[src/rtl/esrs_pkg.sv]
// Package for the engine start ramp sequencer.
// Holds payload and control structs, phase and register codes, and arithmetic constants.
// No dependencies.
package esrs_pkg;

  // Sequencer phases as seen on the result channel.
  localparam logic [2:0] PH_IDLE    = 3'd0;
  localparam logic [2:0] PH_WAIT    = 3'd1;
  localparam logic [2:0] PH_STARTER = 3'd2;
  localparam logic [2:0] PH_UP      = 3'd3;
  localparam logic [2:0] PH_DOWN    = 3'd4;

  // Configuration register indexes.
  localparam logic [2:0] REG_IDLE_ANGLE   = 3'd0;
  localparam logic [2:0] REG_MAX_ANGLE    = 3'd1;
  localparam logic [2:0] REG_STARTER_TIME = 3'd2;
  localparam logic [2:0] REG_RAMP_UP      = 3'd3;
  localparam logic [2:0] REG_RAMP_DOWN    = 3'd4;

  localparam logic [7:0]  RST_IDLE_ANGLE   = 8'd30;
  localparam logic [7:0]  RST_MAX_ANGLE    = 8'd150;
  localparam logic [15:0] RST_STARTER_TIME = 16'd1000;
  localparam logic [15:0] RST_RAMP_UP      = 16'd1000;
  localparam logic [15:0] RST_RAMP_DOWN    = 16'd1000;

  localparam logic [6:0] PCT_MIN  = 7'd5;
  localparam logic [6:0] PCT_MAX  = 7'd100;
  localparam logic [6:0] TGT_SPAN = 7'd95;

  // x / 95 equals (x * TGT_RECIP) >> TGT_SHIFT for every x below 30840, and the
  // target numerator never exceeds 255 * 95.
  localparam logic [14:0] TGT_RECIP = 15'd22076;
  localparam int unsigned TGT_SHIFT = 21;

  // Divider geometry: ramp numerators stay below 2^24, durations fit 16 bits.
  localparam int unsigned DIV_W   = 24;
  localparam int unsigned DEN_W   = 16;
  localparam int unsigned DIV_CNT_W = $clog2(DIV_W);

  typedef struct packed {
    logic        start_pressed;
    logic        stop_pressed;
    logic        stop_cooldown;
    logic [7:0]  servo_position;
    logic [6:0]  target_percent;
    logic [31:0] now_ms;
  } esrs_item_t;

  typedef struct packed {
    logic       starter_engaged;
    logic       servo_write;
    logic [7:0] servo_angle;
    logic [2:0] phase;
  } esrs_result_t;

  // Controller to datapath.
  typedef struct packed {
    logic accept;
    logic eval;
    logic div_start;
    logic load_tgt;
    logic load_out;
  } esrs_cmd_t;

  // Datapath to controller.
  typedef struct packed {
    logic need_div;
    logic tgt_only;
    logic div_done;
    logic out_free;
  } esrs_sts_t;

endpackage

[src/rtl/esrs_intf.sv]
// Handshake channel interfaces of the engine start ramp sequencer.
// Depends on esrs_pkg for the payload types.
interface esrs_item_if import esrs_pkg::*; ();
  logic       valid;
  logic       ready;
  esrs_item_t data;

  modport source (output valid, output data, input ready);
  modport sink   (input valid, input data, output ready);
endinterface

interface esrs_result_if import esrs_pkg::*; ();
  logic         valid;
  logic         ready;
  esrs_result_t data;

  modport source (output valid, output data, input ready);
  modport sink   (input valid, input data, output ready);
endinterface

interface esrs_cfg_if import esrs_pkg::*; ();
  logic        valid;
  logic        ready;
  logic [2:0]  index;
  logic [15:0] data;

  modport source (output valid, output index, output data, input ready);
  modport sink   (input valid, input index, input data, output ready);
endinterface

[src/rtl/engine_start_ramp_sequencer.sv]
// Engine start ramp sequencer. Each item is one control update and yields exactly one result
// item. An item goes from acceptance through evaluation to the output register when no
// arithmetic is needed, through evaluation and a multiply step at the end of the ramp up, when
// the target angle is formed by a reciprocal multiply, and through evaluation, a multiply step
// and the 24-step restoring divider in the datapath while ramping. The result is loaded once the
// output register is free, and the next item can be accepted in the cycle after that load.
// Configuration writes are taken in any cycle and must only be made while the block is idle.
// Uses esrs_pkg, esrs_intf, esrs_ctrl and esrs_dp.
module engine_start_ramp_sequencer import esrs_pkg::*; (
  input  logic                 clk_i,
  input  logic                 rst_ni,
  esrs_item_if.sink            item_i,
  esrs_result_if.source        result_o,
  esrs_cfg_if.sink             cfg_i
);

  esrs_cmd_t cmd;
  esrs_sts_t sts;

  assign cfg_i.ready = 1'b1;

  esrs_ctrl u_ctrl (
    .clk_i      (clk_i),
    .rst_ni     (rst_ni),
    .in_valid_i (item_i.valid),
    .sts_i      (sts),
    .in_ready_o (item_i.ready),
    .cmd_o      (cmd)
  );

  esrs_dp u_dp (
    .clk_i       (clk_i),
    .rst_ni      (rst_ni),
    .cmd_i       (cmd),
    .sts_o       (sts),
    .item_i      (item_i.data),
    .cfg_valid_i (cfg_i.valid),
    .cfg_index_i (cfg_i.index),
    .cfg_data_i  (cfg_i.data),
    .out_ready_i (result_o.ready),
    .out_valid_o (result_o.valid),
    .out_data_o  (result_o.data)
  );

endmodule

[src/rtl/esrs_div.sv]
// Restoring divider, one quotient bit per cycle, for the ramp interpolation.
// Depends on esrs_pkg for the operand widths.
module esrs_div import esrs_pkg::*; (
  input  logic               clk_i,
  input  logic               rst_ni,
  input  logic               start_i,
  input  logic [DIV_W-1:0]   dividend_i,
  input  logic [DEN_W-1:0]   divisor_i,
  output logic               done_o,
  output logic [DIV_W-1:0]   quotient_o
);

  logic                 busy_q, busy_d;
  logic                 done_q, done_d;
  logic [DIV_CNT_W-1:0] cnt_q, cnt_d;
  logic [DEN_W-1:0]     rem_q, rem_d;
  logic [DEN_W-1:0]     den_q, den_d;
  logic [DIV_W-1:0]     quo_q, quo_d;
  logic [DEN_W:0]       trial;
  logic                 fits;

  // The dividend shifts out at the top while quotient bits enter at the bottom.
  assign trial = {rem_q, quo_q[DIV_W-1]};
  assign fits  = trial >= {1'b0, den_q};

  always_comb begin
    busy_d = busy_q;
    done_d = 1'b0;
    cnt_d  = cnt_q;
    rem_d  = rem_q;
    den_d  = den_q;
    quo_d  = quo_q;
    if (start_i) begin
      busy_d = 1'b1;
      cnt_d  = DIV_CNT_W'(DIV_W - 1);
      rem_d  = '0;
      den_d  = divisor_i;
      quo_d  = dividend_i;
    end else if (busy_q) begin
      rem_d = fits ? DEN_W'(trial - {1'b0, den_q}) : trial[DEN_W-1:0];
      quo_d = {quo_q[DIV_W-2:0], fits};
      cnt_d = cnt_q - 1'b1;
      if (cnt_q == '0) begin
        busy_d = 1'b0;
        done_d = 1'b1;
      end
    end
  end

  always_ff @(posedge clk_i or negedge rst_ni) begin
    if (!rst_ni) begin
      busy_q <= 1'b0;
      done_q <= 1'b0;
      cnt_q  <= '0;
    end else begin
      busy_q <= busy_d;
      done_q <= done_d;
      cnt_q  <= cnt_d;
    end
  end

  always_ff @(posedge clk_i) begin
    rem_q <= rem_d;
    den_q <= den_d;
    quo_q <= quo_d;
  end

  assign done_o     = done_q;
  assign quotient_o = quo_q;

endmodule

[src/rtl/esrs_dp.sv]
// Datapath of the engine start ramp sequencer: configuration, sequencer state,
// operand multipliers, the shared divider and the result register. Uses esrs_pkg, esrs_div.
module esrs_dp import esrs_pkg::*; (
  input  logic         clk_i,
  input  logic         rst_ni,
  input  esrs_cmd_t    cmd_i,
  output esrs_sts_t    sts_o,
  input  esrs_item_t   item_i,
  input  logic         cfg_valid_i,
  input  logic [2:0]   cfg_index_i,
  input  logic [15:0]  cfg_data_i,
  input  logic         out_ready_i,
  output logic         out_valid_o,
  output esrs_result_t out_data_o
);

  // Configuration registers.
  logic [7:0]  idle_q, max_q;
  logic [15:0] starter_q, up_q, down_q;

  // Sequencer state.
  logic [2:0]  phase_q, phase_d;
  logic        in_prog_q, in_prog_d;
  logic [31:0] start_ms_q, start_ms_d;
  logic [7:0]  from_q, from_d;
  logic [7:0]  to_q, to_d;
  logic        crank_q, crank_d;

  // Item and pending result.
  esrs_item_t  item_q;
  logic        res_wr_q, res_wr_d;
  logic [7:0]  res_ang_q, res_ang_d;
  logic        tgt_mode_q, tgt_mode_d;

  // Multiplier outputs and divisor, registered ahead of the divider.
  logic [DIV_W-1:0]        prod_a_q, prod_a_d;
  logic signed [DIV_W+1:0] prod_b_q, prod_b_d;
  logic [DEN_W-1:0]        den_q, den_d;

  logic              out_valid_q;
  esrs_result_t      out_data_q;

  logic              div_done;
  logic [DIV_W-1:0]  quotient;
  logic [DIV_W+1:0]  num_sum;
  logic [29:0]       tgt_prod;

  logic [31:0]       elapsed;
  logic [15:0]       dur_up, dur_down, dur_sel;
  logic [6:0]        pct_sat, pct_off;
  logic [7:0]        pos_diff;
  logic              need_div;
  logic signed [8:0] span_tgt, span_int;
  logic signed [16:0] elapsed_s;
  logic signed [7:0] pct_off_s;
  logic [DIV_W-1:0]  a_int, a_tgt;
  logic signed [DIV_W+1:0] b_int, b_tgt;

  // Configuration writes; indexes beyond the list are dropped.
  always_ff @(posedge clk_i or negedge rst_ni) begin
    if (!rst_ni) begin
      idle_q    <= RST_IDLE_ANGLE;
      max_q     <= RST_MAX_ANGLE;
      starter_q <= RST_STARTER_TIME;
      up_q      <= RST_RAMP_UP;
      down_q    <= RST_RAMP_DOWN;
    end else if (cfg_valid_i) begin
      unique case (cfg_index_i)
        REG_IDLE_ANGLE:   idle_q    <= cfg_data_i[7:0];
        REG_MAX_ANGLE:    max_q     <= cfg_data_i[7:0];
        REG_STARTER_TIME: starter_q <= cfg_data_i;
        REG_RAMP_UP:      up_q      <= cfg_data_i;
        REG_RAMP_DOWN:    down_q    <= cfg_data_i;
        default: ;
      endcase
    end
  end

  assign elapsed  = item_q.now_ms - start_ms_q;
  assign dur_up   = (up_q == '0) ? 16'd1 : up_q;
  assign dur_down = (down_q == '0) ? 16'd1 : down_q;
  assign dur_sel  = (phase_q == PH_UP) ? dur_up : dur_down;
  assign pct_sat  = (item_q.target_percent > PCT_MAX) ? PCT_MAX : item_q.target_percent;
  assign pct_off  = pct_sat - PCT_MIN;
  assign pos_diff = (item_q.servo_position > idle_q) ? item_q.servo_position - idle_q
                                                     : idle_q - item_q.servo_position;

  // Operands for num = a + b; in a ramp the quotient num / den is the commanded angle, and for
  // the target num / 95 is the target angle. Within a ramp the elapsed time is below the duration, so it fits 16 bits.
  assign span_tgt  = $signed({1'b0, max_q}) - $signed({1'b0, idle_q});
  assign span_int  = $signed({1'b0, to_q}) - $signed({1'b0, from_q});
  assign elapsed_s = $signed({1'b0, elapsed[15:0]});
  assign pct_off_s = $signed({1'b0, pct_off});
  assign a_int     = DIV_W'(from_q) * DIV_W'(dur_sel);
  assign a_tgt     = DIV_W'(idle_q) * DIV_W'(TGT_SPAN);
  assign b_int     = (DIV_W+2)'(elapsed_s) * (DIV_W+2)'(span_int);
  assign b_tgt     = (DIV_W+2)'(pct_off_s) * (DIV_W+2)'(span_tgt);

  always_comb begin
    phase_d      = phase_q;
    in_prog_d    = in_prog_q;
    start_ms_d   = start_ms_q;
    from_d       = from_q;
    to_d         = to_q;
    crank_d      = crank_q;
    res_wr_d     = 1'b0;
    res_ang_d    = '0;
    need_div     = 1'b0;
    tgt_mode_d   = 1'b0;
    if (item_q.stop_pressed || item_q.stop_cooldown) begin
      in_prog_d    = 1'b0;
      phase_d      = PH_IDLE;
      crank_d      = 1'b0;
      res_wr_d     = 1'b1;
    end else begin
      case (phase_q)
        PH_IDLE: begin
          if (item_q.start_pressed && !in_prog_q) begin
            res_wr_d  = 1'b1;
            res_ang_d = idle_q;
            in_prog_d = 1'b1;
            phase_d   = PH_WAIT;
          end
        end
        PH_WAIT: begin
          if (pos_diff <= 8'd1) begin
            crank_d      = 1'b1;
            start_ms_d   = item_q.now_ms;
            phase_d      = PH_STARTER;
          end
        end
        PH_STARTER: begin
          if (elapsed >= {16'd0, starter_q}) begin
            crank_d      = 1'b0;
            from_d       = idle_q;
            to_d         = max_q;
            start_ms_d   = item_q.now_ms;
            phase_d      = PH_UP;
          end
        end
        PH_UP: begin
          res_wr_d = 1'b1;
          if (elapsed >= {16'd0, dur_up}) begin
            res_ang_d  = max_q;
            from_d     = max_q;
            start_ms_d = item_q.now_ms;
            phase_d    = PH_DOWN;
            // Below the minimum percent the target is zero; otherwise it is worked out
            // by the reciprocal multiply.
            if (pct_sat < PCT_MIN) begin
              to_d = '0;
            end else begin
              need_div   = 1'b1;
              tgt_mode_d = 1'b1;
            end
          end else begin
            need_div = 1'b1;
          end
        end
        PH_DOWN: begin
          res_wr_d = 1'b1;
          if (elapsed >= {16'd0, dur_down}) begin
            res_ang_d = to_q;
            phase_d   = PH_IDLE;
            in_prog_d = 1'b0;
          end else begin
            need_div = 1'b1;
          end
        end
        default: ;
      endcase
    end
  end

  assign prod_a_d = tgt_mode_d ? a_tgt : a_int;
  assign prod_b_d = tgt_mode_d ? b_tgt : b_int;
  assign den_d    = dur_sel;

  always_ff @(posedge clk_i or negedge rst_ni) begin
    if (!rst_ni) begin
      phase_q      <= PH_IDLE;
      in_prog_q    <= 1'b0;
      start_ms_q   <= '0;
      from_q       <= '0;
      to_q         <= '0;
      crank_q      <= 1'b0;
      out_valid_q  <= 1'b0;
    end else begin
      if (cmd_i.eval) begin
        phase_q      <= phase_d;
        in_prog_q    <= in_prog_d;
        start_ms_q   <= start_ms_d;
        from_q       <= from_d;
        to_q         <= to_d;
        crank_q      <= crank_d;
      end else if (cmd_i.load_tgt) begin
        to_q <= tgt_prod[TGT_SHIFT+7:TGT_SHIFT];
      end
      if (cmd_i.load_out) begin
        out_valid_q <= 1'b1;
      end else if (out_ready_i) begin
        out_valid_q <= 1'b0;
      end
    end
  end

  always_ff @(posedge clk_i) begin
    if (cmd_i.accept) begin
      item_q <= item_i;
    end
    if (cmd_i.eval) begin
      res_wr_q   <= res_wr_d;
      res_ang_q  <= res_ang_d;
      tgt_mode_q <= tgt_mode_d;
      prod_a_q   <= prod_a_d;
      prod_b_q   <= prod_b_d;
      den_q      <= den_d;
    end else if (div_done) begin
      res_ang_q <= quotient[7:0];
    end
    if (cmd_i.load_out) begin
      out_data_q.starter_engaged <= crank_q;
      out_data_q.servo_write     <= res_wr_q;
      out_data_q.servo_angle     <= res_wr_q ? res_ang_q : 8'd0;
      out_data_q.phase           <= phase_q;
    end
  end

  // Wherever it is used, the numerator is never negative and stays below 2^24.
  assign num_sum  = $unsigned($signed({2'b00, prod_a_q}) + prod_b_q);
  assign tgt_prod = num_sum[14:0] * TGT_RECIP;

  esrs_div u_div (
    .clk_i      (clk_i),
    .rst_ni     (rst_ni),
    .start_i    (cmd_i.div_start),
    .dividend_i (num_sum[DIV_W-1:0]),
    .divisor_i  (den_q),
    .done_o     (div_done),
    .quotient_o (quotient)
  );

  assign sts_o.need_div = need_div;
  assign sts_o.tgt_only = tgt_mode_q;
  assign sts_o.div_done = div_done;
  assign sts_o.out_free = !out_valid_q || out_ready_i;
  assign out_valid_o    = out_valid_q;
  assign out_data_o     = out_data_q;

endmodule

[src/rtl/esrs_ctrl.sv]
// Controller of the engine start ramp sequencer: steps one item through
// evaluate, then multiply and divide as needed, and hand-off. Uses esrs_pkg command and status types.
module esrs_ctrl import esrs_pkg::*; (
  input  logic      clk_i,
  input  logic      rst_ni,
  input  logic      in_valid_i,
  input  esrs_sts_t sts_i,
  output logic      in_ready_o,
  output esrs_cmd_t cmd_o
);

  localparam logic [2:0] ST_IN   = 3'd0;
  localparam logic [2:0] ST_EVAL = 3'd1;
  localparam logic [2:0] ST_MUL  = 3'd2;
  localparam logic [2:0] ST_DIV  = 3'd3;
  localparam logic [2:0] ST_PUT  = 3'd4;

  logic [2:0] state_q, state_d;

  always_comb begin
    state_d = state_q;
    unique case (state_q)
      ST_IN:   if (in_valid_i) state_d = ST_EVAL;
      ST_EVAL: state_d = sts_i.need_div ? ST_MUL : ST_PUT;
      // The target angle is finished here; only ramp points go through the divider.
      ST_MUL:  state_d = sts_i.tgt_only ? ST_PUT : ST_DIV;
      ST_DIV:  if (sts_i.div_done) state_d = ST_PUT;
      ST_PUT:  if (sts_i.out_free) state_d = ST_IN;
      default: state_d = ST_IN;
    endcase
  end

  always_ff @(posedge clk_i or negedge rst_ni) begin
    if (!rst_ni) begin
      state_q <= ST_IN;
    end else begin
      state_q <= state_d;
    end
  end

  assign in_ready_o      = (state_q == ST_IN);
  assign cmd_o.accept    = (state_q == ST_IN) && in_valid_i;
  assign cmd_o.eval      = (state_q == ST_EVAL);
  assign cmd_o.div_start = (state_q == ST_MUL) && !sts_i.tgt_only;
  assign cmd_o.load_tgt  = (state_q == ST_MUL) && sts_i.tgt_only;
  assign cmd_o.load_out  = (state_q == ST_PUT) && sts_i.out_free;

endmodule
[src/flat_wrapper.sv]
// flat-port wrapper written by rule: the top's interface ports become plain ports
module engine_start_ramp_sequencer_flat import esrs_pkg::*;
  (clk_i, rst_ni, item_i_valid, item_i_data, item_i_ready, result_o_valid, result_o_data, result_o_ready, cfg_i_valid, cfg_i_index, cfg_i_data, cfg_i_ready);
  esrs_item_if item_i_i ();
  esrs_result_if result_o_i ();
  esrs_cfg_if cfg_i_i ();
  input  logic clk_i;
  input  logic rst_ni;
  input wire logic [$bits(item_i_i.valid)-1:0] item_i_valid;
  input wire logic [$bits(item_i_i.data)-1:0] item_i_data;
  output wire logic [$bits(item_i_i.ready)-1:0] item_i_ready;
  output wire logic [$bits(result_o_i.valid)-1:0] result_o_valid;
  output wire logic [$bits(result_o_i.data)-1:0] result_o_data;
  input wire logic [$bits(result_o_i.ready)-1:0] result_o_ready;
  input wire logic [$bits(cfg_i_i.valid)-1:0] cfg_i_valid;
  input wire logic [$bits(cfg_i_i.index)-1:0] cfg_i_index;
  input wire logic [$bits(cfg_i_i.data)-1:0] cfg_i_data;
  output wire logic [$bits(cfg_i_i.ready)-1:0] cfg_i_ready;
  assign item_i_i.valid = item_i_valid;
  assign item_i_i.data = item_i_data;
  assign item_i_ready = item_i_i.ready;
  assign result_o_valid = result_o_i.valid;
  assign result_o_data = result_o_i.data;
  assign result_o_i.ready = result_o_ready;
  assign cfg_i_i.valid = cfg_i_valid;
  assign cfg_i_i.index = cfg_i_index;
  assign cfg_i_i.data = cfg_i_data;
  assign cfg_i_ready = cfg_i_i.ready;
  engine_start_ramp_sequencer u_core (.clk_i(clk_i), .rst_ni(rst_ni), .item_i(item_i_i), .result_o(result_o_i), .cfg_i(cfg_i_i));
endmodule
[config.mk]
export PLATFORM = sky130hd
export DESIGN_NAME = engine_start_ramp_sequencer_flat
export DESIGN_NICKNAME = d
export VERILOG_FILES = /design/src/rtl/esrs_pkg.sv /design/src/rtl/esrs_intf.sv /design/src/rtl/engine_start_ramp_sequencer.sv /design/src/rtl/esrs_div.sv /design/src/rtl/esrs_dp.sv /design/src/rtl/esrs_ctrl.sv /design/src/flat_wrapper.sv
export SDC_FILE = /design/constraint.sdc
export NUM_CORES = 2
export LEC_CHECK = 0
export BUFFER_PORTS_ARGS = -buffer_cell sky130_fd_sc_hd__buf_4
export CORE_MARGIN = 2
export CORE_UTILIZATION = 31
export CTS_CLUSTER_DIAMETER = 40
export DETAILED_ROUTE_END_ITERATION = 8
export PLACE_DENSITY = 0.45
export REMOVE_ABC_BUFFERS = 1
export SYNTH_ARGS = -nofsm -noshare
export SYNTH_HDL_FRONTEND = slang
export SYNTH_SLANG_ARGS = --single-unit
export TNS_END_PERCENT = 20
[constraint.sdc]
create_clock -name clk_i -period 22.7 [get_ports clk_i]
set_clock_uncertainty 0.1 [all_clocks]
set_input_delay 0 -clock clk_i [delete_from_list [all_inputs] [get_ports clk_i]]
set_output_delay 0 -clock clk_i [all_outputs]
set_load 0.03 [all_outputs]
==> Word-level counts from Yosys, hierarchy flattened <==
Index checks and enable logic that the tools add are counted.
{ "op_classes": {"addsub": 9, "n_mul": 5, "magnitude_cmp": 8, "n_eq_ne": 28, "n_mux": 72, "n_bitwise": 1, "reduce_logical": 38} }
{ "op_table": {"columns": ["op", "count"], "rows": [
  ["8-bit two-way mux", 15],
  ["32-bit by 16-bit >= comparator with 1-bit output", 3],
  ["32-bit two-way mux", 3],
  ["32-bit one-hot mux with 3 select lines", 1],
  ["24-bit two-way mux", 3],
  ["16-bit two-way mux", 4],
  ["3-bit two-way mux", 11],
  ["16-bit logical NOT", 2],
  ["8-bit one-hot mux with 2 select lines", 2],
  ["32-bit subtractor", 1],
  ["3-bit one-hot mux with 5 select lines", 2],
  ["15-bit by 13-bit multiplier with 27-bit output, second input constant", 1],
  ["24-bit adder", 1],
  ["17-bit by 9-bit multiplier with 24-bit output", 1],
  ["8-bit by 16-bit multiplier with 24-bit output", 1],
  ["3-bit != test, second input constant", 8],
  ["8-bit one-hot mux with 3 select lines", 1],
  ["1-bit two-way mux", 22],
  ["3-bit by 2-bit == test with 1-bit output, second input constant", 6],
  ["8-bit by 8-bit subtractor with 9-bit output", 2],
  ["17-bit by 16-bit >= comparator with 1-bit output", 1],
  ["8-bit by 9-bit multiplier with 17-bit output", 1],
  ["16-bit subtractor", 1],
  ["8-bit subtractor", 2],
  ["32 further kinds", 66]
]} }
{ "totals": {"reg_bits": 321, "out_inout_bits": 16, "elab_cells": 197} }

==> Longest topological paths before layout <==
{ "depth": {"word_depth": 9, "ltp_mapped": 35, "ltp_nobuf": 34} }

==> Hierarchy <==
Synthesis repeated with hierarchy kept, for this count alone.
{ "unflattened": {"cells_unflattened": 3538, "hier_area_um2": 34419.3} }
{ "modules_own_cells": {"columns": ["mod", "n_inst", "cells_per_inst", "area_each_um2", "seq_area_each_um2"], "rows": [
  ["esrs_dp", 1, 3212, 30798.3, 7099.3],
  ["esrs_div", 1, 299, 3400.8, 1696.6],
  ["esrs_ctrl", 1, 25, 209.0, 75.1],
  ["engine_start_ramp_sequencer", 1, 2, 11.3, 0.0]
]} }

==> Worst setup path before layout <==
Ideal clock, no wire load.
{ "synth_timing": {"kind": "register to register", "start": "register u_core.u_dp.from_q[2]", "end": "register u_core.u_dp.prod_b_q[22] (data pin)", "setup_ns": 0.269, "t_arrival_ns": 7.085, "required_time_ns": 22.331, "setup_slack_ns": 15.246, "path_stages_with_launch": 33, "synth_period_minus_slack_ns": 7.454, "path_cell_list": "dfrtp_1 inv_1 clkbuf_1 ha_1 nor2b_1 o21ai_0 a21boi_0 o21ai_0 a21oi_1 o21ai_0 nand2b_1 clkbuf_1 inv_1 nand2_1 fa_1 fa_1 inv_1 fa_1 fa_1 inv_1 fa_1 inv_1 ha_1 o21a_1 a2111o_1 a31oi_1 a211oi_1 a41o_1 o21ai_0 nand2b_1 a21oi_1 xor2_1 o21ai_0"} }
{ "synth_between": {"elab_chain_len": 3} }
{ "synth_lines": {"columns": ["element", "line_no", "source"], "rows": [
  ["start: declaration", "esrs_dp.sv:25", "logic [7:0] from_q, from_d;"],
  ["start signal: assignment", "esrs_dp.sv:193", "from_q <= from_d;"],
  ["8-bit by 8-bit subtractor with 9-bit output", "esrs_dp.sv:91", "assign span_int = $signed({1'b0, to_q}) - $signed({1'b0, from_q});"],
  ["17-bit by 9-bit multiplier with 24-bit output", "esrs_dp.sv:96", "assign b_int = (DIV_W+2)'(elapsed_s) * (DIV_W+2)'(span_int);"],
  ["24-bit two-way mux", "esrs_dp.sv:176", "assign prod_b_d = tgt_mode_d ? b_tgt : b_int;"],
  ["named net u_core.u_dp.prod_b_d[22]", "esrs_dp.sv:37", "logic signed [DIV_W+1:0] prod_b_q, prod_b_d;"],
  ["end signal: assignment", "esrs_dp.sv:216", "prod_b_q <= prod_b_d;"],
  ["end: declaration", "esrs_dp.sv:37", null]
]} }
The timed path passes the listed nets, and every way through them passes these cells.
A chain may end at the register's enable or synchronous reset.

==> Final worst setup path <==
{ "layout_timing": {"start": "register u_core.u_dp.from_q[0]", "end": "register u_core.u_dp.prod_b_q[22] (data pin)"} }
Same word-level chain as after synthesis.

==> metrics.csv <==
metric;value;unit
grt_start_max_net_pins;74;
die_x;336;um
cpMostUsedCell;fa_1;
ys.warnings.count;0;
r2r_cells;30;
design_area;40500;um^2
initial_core_util;31.3;%
worst_ep_required_time;22.94;ns
synthArstFlopShare;39.9;%
fin_nets;4649;
whs_endpoint;u_core.u_dp.down_q[8]$_DFFE_PN1P_;
path_buf_inv;4;
gr-usage-all-layers;17.2;%
cts_sinks;321;
cpLargestDelayFamily;adder cells;
r2r_start;u_core.u_dp.from_q[0]$_DFFE_PN0P_;
core-area;109000;um^2
slowest_stage;dfrtp_1;
die_h;336;um
die-area;113000;um^2
cp.depth;30;
tightest_slew;1.13;ns
drc;0;
worstSetupStartpointType;flip-flop;
rows;121;
hold_violations;0;
drtAntennaViolNets;0;
slew_viol_final;0;
port_buffers;88;
final-setup-viol-count;0;
synth_edf_count;177;
netlist_area;34100;um^2
fillCellCount;11100;
cts_buffers;79;
place_hpwl;75400;um
gp_congestion;0.841;
yosysSeqAreaShare;26.0;%
finalCriticalPeriod;8.54;ns
boundaryPins;90;
rr_endpoint;u_core.u_dp.prod_b_q[22]$_DFFE_PP_;
hold_path_class;in2reg;
clkTransAtPathRegs;0.05;ns
outcome;finished, final reports clean;
clock_latency;0.65;ns
overflow;0;
cp-startpoint;u_core.u_dp.from_q[0]$_DFFE_PN0P_;
syn_inst;3571;
regToRegSetupSlack;14.16;ns
slowest_delay;0.62;ns
path_max_fanout;19;
finalNonFillerCells;5308;
yosys_register_bits;321;
cts-root-buf;clkbuf_16;
rsz0062_at_grt;no;
wl_per_cell;17.9;um
first_pass_iters;5;
cp.arrival;8.79;ns
post_cts_resized;0;
min_from;cfg_i_data[8];
tns;0;ns
vias;25400;
clockBufferDepth;3;
placedCellCount;5029;
placed_cell_area;36400;um^2
grt_pass1_vias;26000;
synth_ff_type;edfxtp_1;
totalWireLength;94900;um
viasPerCell;4.78;
antenna_found_initial;2;
maxSlewHeadroom;24.9;%
fmax;117;MHz
synth.avg_cell_area;9.55;um^2
synth_cell_types;99;
end_kind;flip-flop;
holdPathStages;4;
drtIter0Drc;1523;
h-tree-depth;3;
syn_to_final_growth;18.9;%
cts_tree;done;
drive_gt1_share;11.0;%
path_class;reg2reg;
max_cap_viol_count;0;
grt_pass1_wl;150000;um
fin_crit_sh;37.6;%
[worst max path at each step]
stage	end	slack, ns
2_1_floorplan	u_core.u_dp.prod_b_q[22]$_DFFE_PP_	14.85
3_3_place_gp	u_core.u_dp.prod_b_q[22]$_DFFE_PP_	14.29
3_5_place_dp	u_core.u_dp.prod_b_q[22]$_DFFE_PP_	14.21
4_1_cts	u_core.u_dp.prod_b_q[22]$_DFFE_PP_	14.18
5_1_grt	u_core.u_dp.prod_b_q[22]$_DFFE_PP_	13.55
6_report	u_core.u_dp.prod_b_q[22]$_DFFE_PP_	14.16
[Yosys cell counts (16+ instances only)]
| master | n | area [um^2] |
|---|---|---|
| a211o_1 | 17 | 149 |
| a21o_1 | 47 | 353 |
| a21oi_1 | 162 | 811 |
| and2_1 | 35 | 219 |
| and3_1 | 16 | 100 |
| clkbuf_1 | 56 | 210 |
| dfrtp_1 | 102 | 2550 |
| dfstp_2 | 26 | 683 |
| dfxtp_1 | 16 | 320 |
| edfxtp_1 | 177 | 5320 |
| fa_1 | 325 | 6510 |
| ha_1 | 424 | 5310 |
| inv_1 | 638 | 2390 |
| mux2_2 | 62 | 698 |
| mux2i_1 | 30 | 300 |
| nand2_1 | 243 | 912 |
| nand2b_1 | 66 | 413 |
| nand3_1 | 42 | 210 |
| nor2_1 | 324 | 1220 |
| nor2b_1 | 37 | 231 |
| nor3_1 | 51 | 255 |
| o21a_1 | 23 | 173 |
| o21ai_0 | 179 | 896 |
| or2_2 | 23 | 144 |
| xnor2_1 | 100 | 876 |
| xor2_1 | 59 | 517 |
[area by class of cell]
type | count | area (um^2) | share of cell area (%)
Multi-Input combinational cell | 2529 | 22500 | 55.4
Sequential cell | 321 | 8870 | 21.9
Inverter | 642 | 2410 | 5.94
Timing Repair Buffer | 253 | 2250 | 5.54
Clock buffer | 91 | 2060 | 5.09
Tap cell | 1414 | 1770 | 4.36
Clock inverter | 57 | 724 | 1.79
Antenna cell | 1 | 2.50 | 0.00617
[per-stage QoR]
| stage | hold WS (ns) | setup slack (ns) | utilization, % |
|---|---|---|---|
| after floorplan | -0.396 | 14.85 | - |
| after global placement | 0.0277 | 14.29 | 33.4 |
| after detailed placement | 0.0225 | 14.21 | 33.4 |
| after CTS | 0.0126 | 14.18 | 37.2 |
| after global routing | 0.0533 | 13.55 | 37.2 |
| final | 0.0491 | 14.16 | 37.2 |
[per-layer routing]
metal | share of wire, % | track usage, %
met1 | 49 | 24.4
met5 | 0.013 | 0
met3 | 4.3 | 2.44
met2 | 44 | 27.1
met4 | 2.7 | 5.32
[repair_timing]
item	in CTS	in global routing
endpoints found under the hold margin	199	0
hold buffers	130	0
setup endpoints to repair	0	0
setup buffers	0	0
[sequential cells by signal, summed over array words and instances, names as in the netlist, 5 cells and up]
| name | count |
|---|---|
| u_core.u_dp.up_q | 16 |
| u_core.u_dp.out_data_o | 13 |
| u_core.u_dp.res_ang_q | 8 |
| u_core.u_dp.to_q | 8 |
| u_core.u_dp.u_div.den_q | 16 |
| u_core.u_dp.prod_b_q | 24 |
| u_core.u_dp.item_q | 50 |
| u_core.u_dp.starter_q | 16 |
| u_core.u_dp.u_div.rem_q | 16 |
| u_core.u_dp.start_ms_q | 32 |
| u_core.u_dp.idle_q | 8 |
| u_core.u_dp.down_q | 16 |
| u_core.u_dp.prod_a_q | 24 |
| u_core.u_dp.from_q | 8 |
| u_core.u_dp.u_div.cnt_q | 5 |
| u_core.u_dp.den_q | 16 |
| u_core.u_dp.u_div.quotient_o | 24 |
| u_core.u_dp.max_q | 8 |
[tightest hold or removal path, delay by kind of cell]
kind | cells | cell delay [ns]
buf+inv | 2 | 0.63
compound gates | 1 | 0.07
simple gates | 1 | 0.04
[cells by family after synthesis]
family,Yosys count,synth area share [%]
AOI/OAI and AO/OA,603,11.2
adders and majority gates,749,34.6
buffers and inverters,721,8.19
muxes,102,3.32
other,1,0.0110
and+or+nand+nor,915,12.5
DFF,321,26.0
xor gates and xnor gates,159,4.08
[layout by cell type, fill, tap and decap left out, types with 10 or more instances in the layout]
cell           count
inv_1            637
ha_1             424
fa_1             325
nor2_1           324
nand2_1          243
o21ai_0          179
edfxtp_1         177
a21oi_1          162
dlygate4sd3_1    129
buf_4            122
dfrtp_1          102
xnor2_1          100
clkbuf_16         79
nand2b_1          66
mux2_2            62
xor2_1            59
nor3_1            50
a21o_1            47
nand3_1           42
nor2b_1           37
and2_1            34
mux2i_1           30
dfstp_2           26
o21a_1            23
or2_2             23
a211o_1           17
and3_1            16
dfxtp_1           16
a31oi_1           15
nand4_1           15
a211oi_1          14
or3_1             14
o211ai_1          13
inv_6             13
clkinv_2          12
o21bai_1          11
o31ai_1           11
bufinv_16         10
Power is not shown: default switching activity piles up to over one toggle a cycle in this logic, so the estimate is an artifact.
